`src/rtl/tpfe_pkg.sv`:
```
// ----------------------------------------------------------------------------
// tpfe_pkg
// Shared types and constants for the tape pulse frame encoder.
// ----------------------------------------------------------------------------
package tpfe_pkg;

	// command codes on the input channel
	typedef enum logic [2:0] {
		CMD_TUNE      = 3'd0,
		CMD_LONG_MARK = 3'd1,
		CMD_GAP_MARK  = 3'd2,
		CMD_ONE_BIT   = 3'd3,
		CMD_BYTE      = 3'd4,
		CMD_CHK_BYTE  = 3'd5,
		CMD_EMIT_SUM  = 3'd6
	} cmd_t;

	// how the serialiser walks a job
	typedef enum logic {
		MODE_CYCLE = 1'b0, // alternate high/low at a fixed multiple
		MODE_BITS  = 1'b1  // four records per payload bit, LSB first
	} mode_t;

	localparam int UNIT_BITS = 12;
	localparam int SUM_BITS  = 16;
	localparam int IDX_BITS  = 6;   // up to 64 records per job
	localparam int BASE_BITS = 15;  // unit times eight

	localparam logic [UNIT_BITS-1:0] UNIT_RESET = 12'd1000;

	// unit multiple as a left shift: 1u, 2u, 4u, 8u
	localparam logic [1:0] SHIFT_1U = 2'd0;
	localparam logic [1:0] SHIFT_2U = 2'd1;
	localparam logic [1:0] SHIFT_4U = 2'd2;
	localparam logic [1:0] SHIFT_8U = 2'd3;

	// last record index per job kind
	localparam logic [IDX_BITS-1:0] LAST_ONE_REC   = 6'd0;
	localparam logic [IDX_BITS-1:0] LAST_CYCLE     = 6'd1;
	localparam logic [IDX_BITS-1:0] LAST_BIT       = 6'd3;
	localparam logic [IDX_BITS-1:0] LAST_BYTE      = 6'd31;
	localparam logic [IDX_BITS-1:0] LAST_TWO_BYTES = 6'd63;

	typedef struct packed {
		mode_t                 mode;
		logic [1:0]            shift;
		logic [IDX_BITS-1:0]   last_idx;
		logic [SUM_BITS-1:0]   payload;
	} job_t;

endpackage

```
`src/rtl/tpfe_cmd_if.sv`:
```
// ----------------------------------------------------------------------------
// tpfe_cmd_if
// Command channel: one command and its data byte per transaction.
// ----------------------------------------------------------------------------
interface tpfe_cmd_if;
	logic       valid;
	logic       ready;
	logic [2:0] cmd;
	logic [7:0] data_byte;

	modport source (output valid, output cmd, output data_byte, input ready);
	modport sink   (input valid, input cmd, input data_byte, output ready);
endinterface

```
`src/rtl/tpfe_rec_if.sv`:
```
// ----------------------------------------------------------------------------
// tpfe_rec_if
// Pulse record channel: level, duration and end-of-run flag.
// ----------------------------------------------------------------------------
interface tpfe_rec_if #(
	parameter int DURATION_BITS = 15
);
	logic                     valid;
	logic                     ready;
	logic                     level;
	logic [DURATION_BITS-1:0] duration;
	logic                     last;

	modport source (output valid, output level, output duration, output last, input ready);
	modport sink   (input valid, input level, input duration, input last, output ready);
endinterface

```
`src/rtl/tpfe_cfg_if.sv`:
```
// ----------------------------------------------------------------------------
// tpfe_cfg_if
// Configuration write channel for the unit length register.
// ----------------------------------------------------------------------------
interface tpfe_cfg_if;
	logic        valid;
	logic        ready;
	logic [11:0] unit_length;

	modport source (output valid, output unit_length, input ready);
	modport sink   (input valid, input unit_length, output ready);
endinterface

```
`src/rtl/tape_pulse_frame_encoder_core.sv`:
```
// ----------------------------------------------------------------------------
// tape_pulse_frame_encoder_core
// Encodes tape commands into runs of pulse records (level, duration).
// ----------------------------------------------------------------------------
//
//  channel  | role   | payload                          | transaction
//  ---------+--------+----------------------------------+--------------------
//  cmd_ch   | sink   | cmd[2:0], data_byte[7:0]         | one command
//  rec_ch   | source | level, duration[DURATION_BITS], last | one pulse record
//  cfg_ch   | sink   | unit_length[11:0]                | unit length write
//
//  One pulse record leaves per cycle while rec_ch is not stalled. Records
//  per command: tune 2, long marker 1, gap marker 2, one bit 4, byte 32,
//  emit checksum 64, unused code 0; the serialiser sets a byte stream's pace.
//  A two-entry job queue lets the front take new commands while the
//  serialiser is busy; cmd_ch stalls only when the queue is full.
//  rec_ch is driven from a register; a stall holds it and the serialiser.
//  arst_n clears the checksum, the queue and the output valid, and sets the
//  unit length to 1000. cfg_ch is always ready.
//
module tape_pulse_frame_encoder_core #(
	parameter int DURATION_BITS = 15
) (
	input  logic        clk,
	input  logic        arst_n,
	tpfe_cmd_if.sink    cmd_ch,
	tpfe_cfg_if.sink    cfg_ch,
	tpfe_rec_if.source  rec_ch
);

	// front -> queue
	logic           push;
	tpfe_pkg::job_t push_job;
	logic           full;

	// queue -> serialiser
	logic           head_valid;
	tpfe_pkg::job_t head;
	logic           pop;

	// classify, keep the end-around-carry checksum
	tpfe_front u_front (
		.clk    (clk),
		.arst_n (arst_n),
		.cmd_ch (cmd_ch),
		.full   (full),
		.push   (push),
		.job    (push_job)
	);

	tpfe_queue u_queue (
		.clk        (clk),
		.arst_n     (arst_n),
		.push       (push),
		.push_job   (push_job),
		.pop        (pop),
		.full       (full),
		.head_valid (head_valid),
		.head       (head)
	);

	// record generator and output register
	tpfe_back #(
		.DURATION_BITS (DURATION_BITS)
	) u_back (
		.clk        (clk),
		.arst_n     (arst_n),
		.cfg_ch     (cfg_ch),
		.head_valid (head_valid),
		.head       (head),
		.pop        (pop),
		.rec_ch     (rec_ch)
	);

endmodule

```
`src/rtl/tpfe_front.sv`:
```
// ----------------------------------------------------------------------------
// tpfe_front
// Accepts commands, keeps the checksum and turns each command into a job.
// ----------------------------------------------------------------------------
module tpfe_front (
	input  logic              clk,
	input  logic              arst_n,
	tpfe_cmd_if.sink          cmd_ch,
	input  logic              full,
	output logic              push,
	output tpfe_pkg::job_t    job
);

	logic [tpfe_pkg::SUM_BITS-1:0] sum_q;
	logic [tpfe_pkg::SUM_BITS:0]   add_raw;
	logic [tpfe_pkg::SUM_BITS-1:0] add_fold;
	logic                          accept;
	logic                          known;

	assign cmd_ch.ready = !full;
	assign accept       = cmd_ch.valid && cmd_ch.ready;

	// end-around carry: a carry out of bit 15 comes back in at bit 0
	assign add_raw  = {1'b0, sum_q} + {9'd0, cmd_ch.data_byte};
	assign add_fold = add_raw[tpfe_pkg::SUM_BITS-1:0] + {15'd0, add_raw[tpfe_pkg::SUM_BITS]};

	always_comb begin
		job.mode     = tpfe_pkg::MODE_CYCLE;
		job.shift    = tpfe_pkg::SHIFT_1U;
		job.last_idx = tpfe_pkg::LAST_CYCLE;
		job.payload  = {8'd0, cmd_ch.data_byte};
		known        = 1'b1;
		case (tpfe_pkg::cmd_t'(cmd_ch.cmd))
			tpfe_pkg::CMD_TUNE: begin
			end
			tpfe_pkg::CMD_LONG_MARK: begin
				job.shift    = tpfe_pkg::SHIFT_8U;
				job.last_idx = tpfe_pkg::LAST_ONE_REC;
			end
			tpfe_pkg::CMD_GAP_MARK: begin
				job.shift = tpfe_pkg::SHIFT_4U;
			end
			tpfe_pkg::CMD_ONE_BIT: begin
				job.mode     = tpfe_pkg::MODE_BITS;
				job.last_idx = tpfe_pkg::LAST_BIT;
				job.payload  = 16'd1;
			end
			tpfe_pkg::CMD_BYTE, tpfe_pkg::CMD_CHK_BYTE: begin
				job.mode     = tpfe_pkg::MODE_BITS;
				job.last_idx = tpfe_pkg::LAST_BYTE;
			end
			tpfe_pkg::CMD_EMIT_SUM: begin
				job.mode     = tpfe_pkg::MODE_BITS;
				job.last_idx = tpfe_pkg::LAST_TWO_BYTES;
				job.payload  = sum_q;
			end
			default: begin
				known = 1'b0; // unused code: no records
			end
		endcase
	end

	assign push = accept && known;

	always_ff @(posedge clk or negedge arst_n) begin
		if (!arst_n) begin
			sum_q <= '0;
		end else if (accept) begin
			if (cmd_ch.cmd == tpfe_pkg::CMD_CHK_BYTE) begin
				sum_q <= add_fold;
			end else if (cmd_ch.cmd == tpfe_pkg::CMD_EMIT_SUM) begin
				sum_q <= '0;
			end
		end
	end

endmodule

```
`src/rtl/tpfe_queue.sv`:
```
// ----------------------------------------------------------------------------
// tpfe_queue
// Two-entry job queue between the front and the serialiser.
// ----------------------------------------------------------------------------
module tpfe_queue (
	input  logic              clk,
	input  logic              arst_n,
	input  logic              push,
	input  tpfe_pkg::job_t    push_job,
	input  logic              pop,
	output logic              full,
	output logic              head_valid,
	output tpfe_pkg::job_t    head
);

	tpfe_pkg::job_t entry_q [2];
	logic           wr_ptr_q;
	logic           rd_ptr_q;
	logic [1:0]     count_q;

	assign full       = (count_q == 2'd2);
	assign head_valid = (count_q != 2'd0);
	assign head       = entry_q[rd_ptr_q];

	always_ff @(posedge clk) begin
		if (push) begin
			entry_q[wr_ptr_q] <= push_job;
		end
	end

	always_ff @(posedge clk or negedge arst_n) begin
		if (!arst_n) begin
			wr_ptr_q <= 1'b0;
			rd_ptr_q <= 1'b0;
			count_q  <= 2'd0;
		end else begin
			if (push) begin
				wr_ptr_q <= !wr_ptr_q;
			end
			if (pop) begin
				rd_ptr_q <= !rd_ptr_q;
			end
			if (push && !pop) begin
				count_q <= count_q + 2'd1;
			end else if (pop && !push) begin
				count_q <= count_q - 2'd1;
			end
		end
	end

endmodule

```
`src/rtl/tpfe_back.sv`:
```
// ----------------------------------------------------------------------------
// tpfe_back
// Pulse serialiser: walks the head job one record per cycle into the
// output register unless rec_ch stalls. Also holds the unit length register.
// ----------------------------------------------------------------------------
module tpfe_back #(
	parameter int DURATION_BITS = 15
) (
	input  logic              clk,
	input  logic              arst_n,
	tpfe_cfg_if.sink          cfg_ch,
	input  logic              head_valid,
	input  tpfe_pkg::job_t    head,
	output logic              pop,
	tpfe_rec_if.source        rec_ch
);

	localparam int WIDE = (DURATION_BITS > tpfe_pkg::BASE_BITS) ?
		DURATION_BITS : tpfe_pkg::BASE_BITS;
	localparam logic [WIDE-1:0] MAX_DUR = WIDE'({DURATION_BITS{1'b1}});

	logic [tpfe_pkg::UNIT_BITS-1:0] unit_q;
	logic [tpfe_pkg::IDX_BITS-1:0]  ctr_q;
	logic                           out_valid_q;
	logic                           level_q;
	logic [DURATION_BITS-1:0]       duration_q;
	logic                           last_q;

	logic                           load;
	logic                           at_last;
	logic                           bit_sel;
	logic [1:0]                     shift;
	logic [tpfe_pkg::BASE_BITS-1:0] raw_dur;
	logic [WIDE-1:0]                wide_dur;
	logic [DURATION_BITS-1:0]       sat_dur;

	assign cfg_ch.ready = 1'b1;

	assign load    = head_valid && (!out_valid_q || rec_ch.ready);
	assign at_last = (ctr_q == head.last_idx);
	assign pop     = load && at_last;

	// bits mode: record index = {bit[3:0], phase[1:0]}; phases 0/1 carry 2u for a one
	assign bit_sel = head.payload[ctr_q[5:2]];

	always_comb begin
		case (head.mode)
			tpfe_pkg::MODE_BITS:  shift = (!ctr_q[1] && bit_sel) ?
				tpfe_pkg::SHIFT_2U : tpfe_pkg::SHIFT_1U;
			tpfe_pkg::MODE_CYCLE: shift = head.shift;
			default:              shift = tpfe_pkg::SHIFT_1U;
		endcase
	end

	assign raw_dur  = {3'b000, unit_q} << shift;
	assign wide_dur = WIDE'(raw_dur);
	assign sat_dur  = (wide_dur > MAX_DUR) ? {DURATION_BITS{1'b1}} : wide_dur[DURATION_BITS-1:0];

	always_ff @(posedge clk) begin
		if (load) begin
			level_q    <= !ctr_q[0];
			duration_q <= sat_dur;
			last_q     <= at_last;
		end
	end

	always_ff @(posedge clk or negedge arst_n) begin
		if (!arst_n) begin
			unit_q      <= tpfe_pkg::UNIT_RESET;
			ctr_q       <= '0;
			out_valid_q <= 1'b0;
		end else begin
			if (cfg_ch.valid) begin
				unit_q <= cfg_ch.unit_length;
			end
			if (load) begin
				ctr_q       <= at_last ? '0 : ctr_q + 6'd1;
				out_valid_q <= 1'b1;
			end else if (rec_ch.ready) begin
				out_valid_q <= 1'b0;
			end
		end
	end

	assign rec_ch.valid    = out_valid_q;
	assign rec_ch.level    = level_q;
	assign rec_ch.duration = duration_q;
	assign rec_ch.last     = last_q;

endmodule
```
`src/flat_wrapper.sv`:
```
// flat-port wrapper written by rule: the top's interface ports become plain ports
module tape_pulse_frame_encoder_core_flat 
#(
	parameter int DURATION_BITS = 15
)
  (clk, arst_n, cmd_ch_valid, cmd_ch_cmd, cmd_ch_data_byte, cmd_ch_ready, cfg_ch_valid, cfg_ch_unit_length, cfg_ch_ready, rec_ch_valid, rec_ch_level, rec_ch_duration, rec_ch_last, rec_ch_ready);
  tpfe_cmd_if cmd_ch_i ();
  tpfe_cfg_if cfg_ch_i ();
  tpfe_rec_if #(.DURATION_BITS(DURATION_BITS)) rec_ch_i ();
  input  logic clk;
  input  logic arst_n;
  input wire logic [$bits(cmd_ch_i.valid)-1:0] cmd_ch_valid;
  input wire logic [$bits(cmd_ch_i.cmd)-1:0] cmd_ch_cmd;
  input wire logic [$bits(cmd_ch_i.data_byte)-1:0] cmd_ch_data_byte;
  output wire logic [$bits(cmd_ch_i.ready)-1:0] cmd_ch_ready;
  input wire logic [$bits(cfg_ch_i.valid)-1:0] cfg_ch_valid;
  input wire logic [$bits(cfg_ch_i.unit_length)-1:0] cfg_ch_unit_length;
  output wire logic [$bits(cfg_ch_i.ready)-1:0] cfg_ch_ready;
  output wire logic [$bits(rec_ch_i.valid)-1:0] rec_ch_valid;
  output wire logic [$bits(rec_ch_i.level)-1:0] rec_ch_level;
  output wire logic [$bits(rec_ch_i.duration)-1:0] rec_ch_duration;
  output wire logic [$bits(rec_ch_i.last)-1:0] rec_ch_last;
  input wire logic [$bits(rec_ch_i.ready)-1:0] rec_ch_ready;
  assign cmd_ch_i.valid = cmd_ch_valid;
  assign cmd_ch_i.cmd = cmd_ch_cmd;
  assign cmd_ch_i.data_byte = cmd_ch_data_byte;
  assign cmd_ch_ready = cmd_ch_i.ready;
  assign cfg_ch_i.valid = cfg_ch_valid;
  assign cfg_ch_i.unit_length = cfg_ch_unit_length;
  assign cfg_ch_ready = cfg_ch_i.ready;
  assign rec_ch_valid = rec_ch_i.valid;
  assign rec_ch_level = rec_ch_i.level;
  assign rec_ch_duration = rec_ch_i.duration;
  assign rec_ch_last = rec_ch_i.last;
  assign rec_ch_i.ready = rec_ch_ready;
  tape_pulse_frame_encoder_core #(.DURATION_BITS(DURATION_BITS)) u_core (.clk(clk), .arst_n(arst_n), .cmd_ch(cmd_ch_i), .cfg_ch(cfg_ch_i), .rec_ch(rec_ch_i));
endmodule
```
`config.mk`:
```
export PLATFORM = sky130hd
export DESIGN_NAME = tape_pulse_frame_encoder_core_flat
export DESIGN_NICKNAME = d
export VERILOG_FILES = /design/src/rtl/tpfe_pkg.sv /design/src/rtl/tpfe_cmd_if.sv /design/src/rtl/tpfe_rec_if.sv /design/src/rtl/tpfe_cfg_if.sv /design/src/rtl/tape_pulse_frame_encoder_core.sv /design/src/rtl/tpfe_front.sv /design/src/rtl/tpfe_queue.sv /design/src/rtl/tpfe_back.sv /design/src/flat_wrapper.sv
export SDC_FILE = /design/constraint.sdc
export NUM_CORES = 1
export LEC_CHECK = 0
export BUFFER_PORTS_ARGS = -buffer_cell sky130_fd_sc_hd__buf_2
export CORE_MARGIN = 3
export CORE_UTILIZATION = 60
export DETAILED_ROUTE_END_ITERATION = 8
export GPL_TIMING_DRIVEN = 0
export PLACE_DENSITY = 0.8
export REMOVE_ABC_BUFFERS = 1
export SYNTH_ARGS = -nofsm -noshare
export SYNTH_HDL_FRONTEND = slang
export SYNTH_SLANG_ARGS = --single-unit
```
`constraint.sdc`:
```
create_clock -name clk -period 10.95 [get_ports clk]
set_input_delay 1.6425 -clock clk [delete_from_list [all_inputs] [get_ports clk]]
set_output_delay 1.6425 -clock clk [all_outputs]
set_load 0.01 [all_outputs]
```
==> impl_metrics.yaml <==
detailed_routing:
  drtIter0Drc: 126
  firstDrtPassIters: 4
  routed_via_density: 6.02
  wl_per_cell_um: 17.3
  antenna_left: 0
  wl_mm: 9.93
  vias: 3448
  drc_errors: 0
synth:
  syn_inst: 425
  synth.largest_area_cell: "edfxtp_1"
  synth_top_area_share_pct: 35.8
  synth_cell_types: 63
  ys_ff_latch: 102
  synthTopCellsByArea: "edfxtp_1 (36%), dfrtp_1 (16%), mux2i_1 (4.9%)"
  synth_flop_cell: "edfxtp_1"
  synth_area_per_cell_um2: 12.4
  synth-seq-area-share_pct: 54.4
  synthArstFlopShare_pct: 38.2
  synth_area_mm2: 0.00529
  synth_edf_count: 63
  yosys_warnings: 0
clock_tree:
  clk_pin_slew_ns: 0.09
  ctsResizeCount: 0
  cts_made_buffers: 9
  cts-root-buf: "clkbuf_8"
  cts_tree: "built"
  post_cts_buffers: 0
  clock-sinks: 102
  clock_path_buffers: 2
  cts_max_level: 3
  worstSkewPairLatency_ns: 0.35
  hold_buffers: 0
critical_path:
  cp-end-kind: "flop"
  reg2reg_from: "u_core.u_front.sum_q[0]"
  cp-start-kind: "primary input"
  worstSetupPathType: "in2reg"
  startpoint: "cmd_ch_data_byte[0]"
  path_max_fanout: 6
  crit_required_ns: 11.19
  crit_arrival_ns: 5.61
die:
  start_util_pct: 63.1
  coreArea_mm2: 0.00838
  die_h_um: 99.9
  dieArea_mm2: 0.00997
  ios: 48
  rows: 33
  die_w_um: 99.9
cells_and_area:
  n_antenna_cell: 0
  fin_util_pct: 68.5
  finalNetCount: 504
  drive_gt1_share_pct: 21.8
  layout_common_cells: "edfxtp_1 (63), buf_2 (46), dfrtp_1 (33)"
  final_common_cell: "edfxtp_1"
  area_delta_synth_final_pct: 8.62
sta:
  rsz0062_at_grt: "no"
  slew_headroom_pct: 32.9
  min_period_over_period_pct: 49.1
  fmax_ghz: 0.186
  finalSetupTns_ns: 0
  skew_ns: 0.0161
  finalSetupViolations: 0
  hold_viol: 0
  worst_pin_slew_ns: 1.01
  period_needed_ns: 5.37
  finalMaxSlewViolations: 0
  fin_ws_ns: 5.58
power_and_ir_drop:
  sw_frac_of_total_pct: 35.4
  totalPowerFinal_mw: 1.33
  pwr-share-clk_pct: 16.0
  seq_power_share_pct: 46.3
  power.leakage_nw: 2.27
  net-switching-power_uw: 472
  vdd_ir_drop_max_mv: 0.126
  power.density_mw_per_mm2: 232
  p_comb_share_pct: 37.7
  internal_power_uw: 861
global_routing:
  grt_use_total_pct: 21.1
  grt_pass1_wl_mm: 16.8
  antenna_found_initial: 0
  grt_max_degree: 40
  grt_pass1_vias: 3632
  grt_overflow: 0
place:
  hpwl_mm: 7.28
  post-place-ws_ns: 5.27
  io_buffer_count: 46
  gp_congestion: 0.867
run_status:
  status: "finished, final reports clean"
run:
  maxCapViolations: 0
worst_hold_path:
  min_path_type: "reg2reg"
  hold_start: "u_core.u_back.rec_ch.valid"
-- cells in the mapped netlist (5+ instances only) --
cell      instances
edfxtp_1         63
dfrtp_1          33
mux2i_1          26
nand2_1          26
o21ai_0          24
nor2_1           23
inv_1            18
a22o_1           16
xnor2_1          16
ha_1             12
xor2_1           12
a21oi_1          11
and3_1           11
mux2_2           11
mux4_2           10
clkbuf_1          9
nor3_1            9
nand3_1           7
dfstp_2           6
o22ai_1           6
buf_4             5
nand2b_1          5
-- metal layers --
metal	global-route usage, %	routed length (um)	up-vias
met5	0	0	-
met4	9.87	210	0
li1	-	-	1658
met1	26.6	4180	1702
met2	36.2	5170	72
met3	2.71	371	16
-- area by class of cell --
| cell class | instances | area, um^2 |
|---|---|---|
| clock buffer | 13 | 159 |
| fill | 601 | 2640 |
| timing repair buffer | 47 | 245 |
| inverter | 18 | 67.6 |
| tap | 105 | 131 |
| multi-input combinational | 285 | 2240 |
| sequential | 102 | 2880 |
| clock inverter | 3 | 20.0 |
-- kinds of logic (layout without fill, tap and decap cells) --
kind of cell / Yosys count / count (layout) / share of synthesized area [%]
simple gates: 109 / 109 / 11.0
flops: 102 / 102 / 54.4
other cells: 1 / 1 / 0.0709
buf+inv: 38 / 81 / 3.38
compound gates: 87 / 87 / 11.8
fa+ha+maj: 13 / 13 / 3.22
xor+xnor: 28 / 28 / 4.64
mux: 47 / 47 / 11.5
-- through the flow --
stage | cells | cell area, um^2 | hold WS [ns]
2_1_floorplan | 405 | 5170 | 0.455
3_3_place_gp | 556 | 5540 | 0.470
3_5_place_dp | 557 | 5550 | 0.487
4_1_cts | 573 | 5730 | 0.506
5_1_grt | 573 | 5740 | 0.547
6_report | 573 | 5740 | 0.495
-- final timing paths --
path | endpoint | slack, ns | cells past startpoint
setup / recovery | u_core.u_front.sum_q[14] | 5.58 | 18
hold reg to reg | u_core.u_back.rec_ch.valid | 0.49 | 2
hold / removal | u_core.u_back.rec_ch.valid | 0.49 | 2
max in group asynchronous | u_core.u_front.sum_q[12] | 8.94 | 1
setup reg to reg | u_core.u_front.sum_q[14] | 6.58 | 17
min in group asynchronous | u_core.u_queue.count_q[1] | 1.43 | 1
-- state kept, by name (all words and copies together), names as in the netlist --
register	count
u_core.u_back.ctr_q	6
u_core.u_back.rec_ch.duration	15
u_core.u_back.rec_ch.last	1
u_core.u_back.rec_ch.level	1
u_core.u_back.rec_ch.valid	1
u_core.u_back.unit_q	12
u_core.u_front.sum_q	16
u_core.u_queue.count_q	2
u_core.u_queue.entry_q	46
u_core.u_queue.rd_ptr_q	1
u_core.u_queue.wr_ptr_q	1
-- critical path: stages --
cell and delay, ns:
buf_2 0.11, ha_1 0.22, inv_1 0.07, fa_1 0.40
nand2b_1 0.19, a211oi_2 0.39, o21ai_0 0.24, nor4_1 0.42
and3_1 0.29, ha_1 0.20, ha_1 0.20, nand2_1 0.06
nor2_1 0.11, nand3_1 0.20, nor4_4 0.30, a41o_1 0.25
nor2_1 0.05, a211o_1 0.26
-- power groups by stage --
stage	combinational, mW	clock (mW)	sequential [mW]
floorplan	0.365	0	0.622
global placement	0.479	0	0.622
detailed placement	0.502	0	0.627
CTS	0.503	0.217	0.619
global route	0.556	0.230	0.635
finish	0.502	0.213	0.618
No activity file was read; power rests on OpenSTA's default activity.
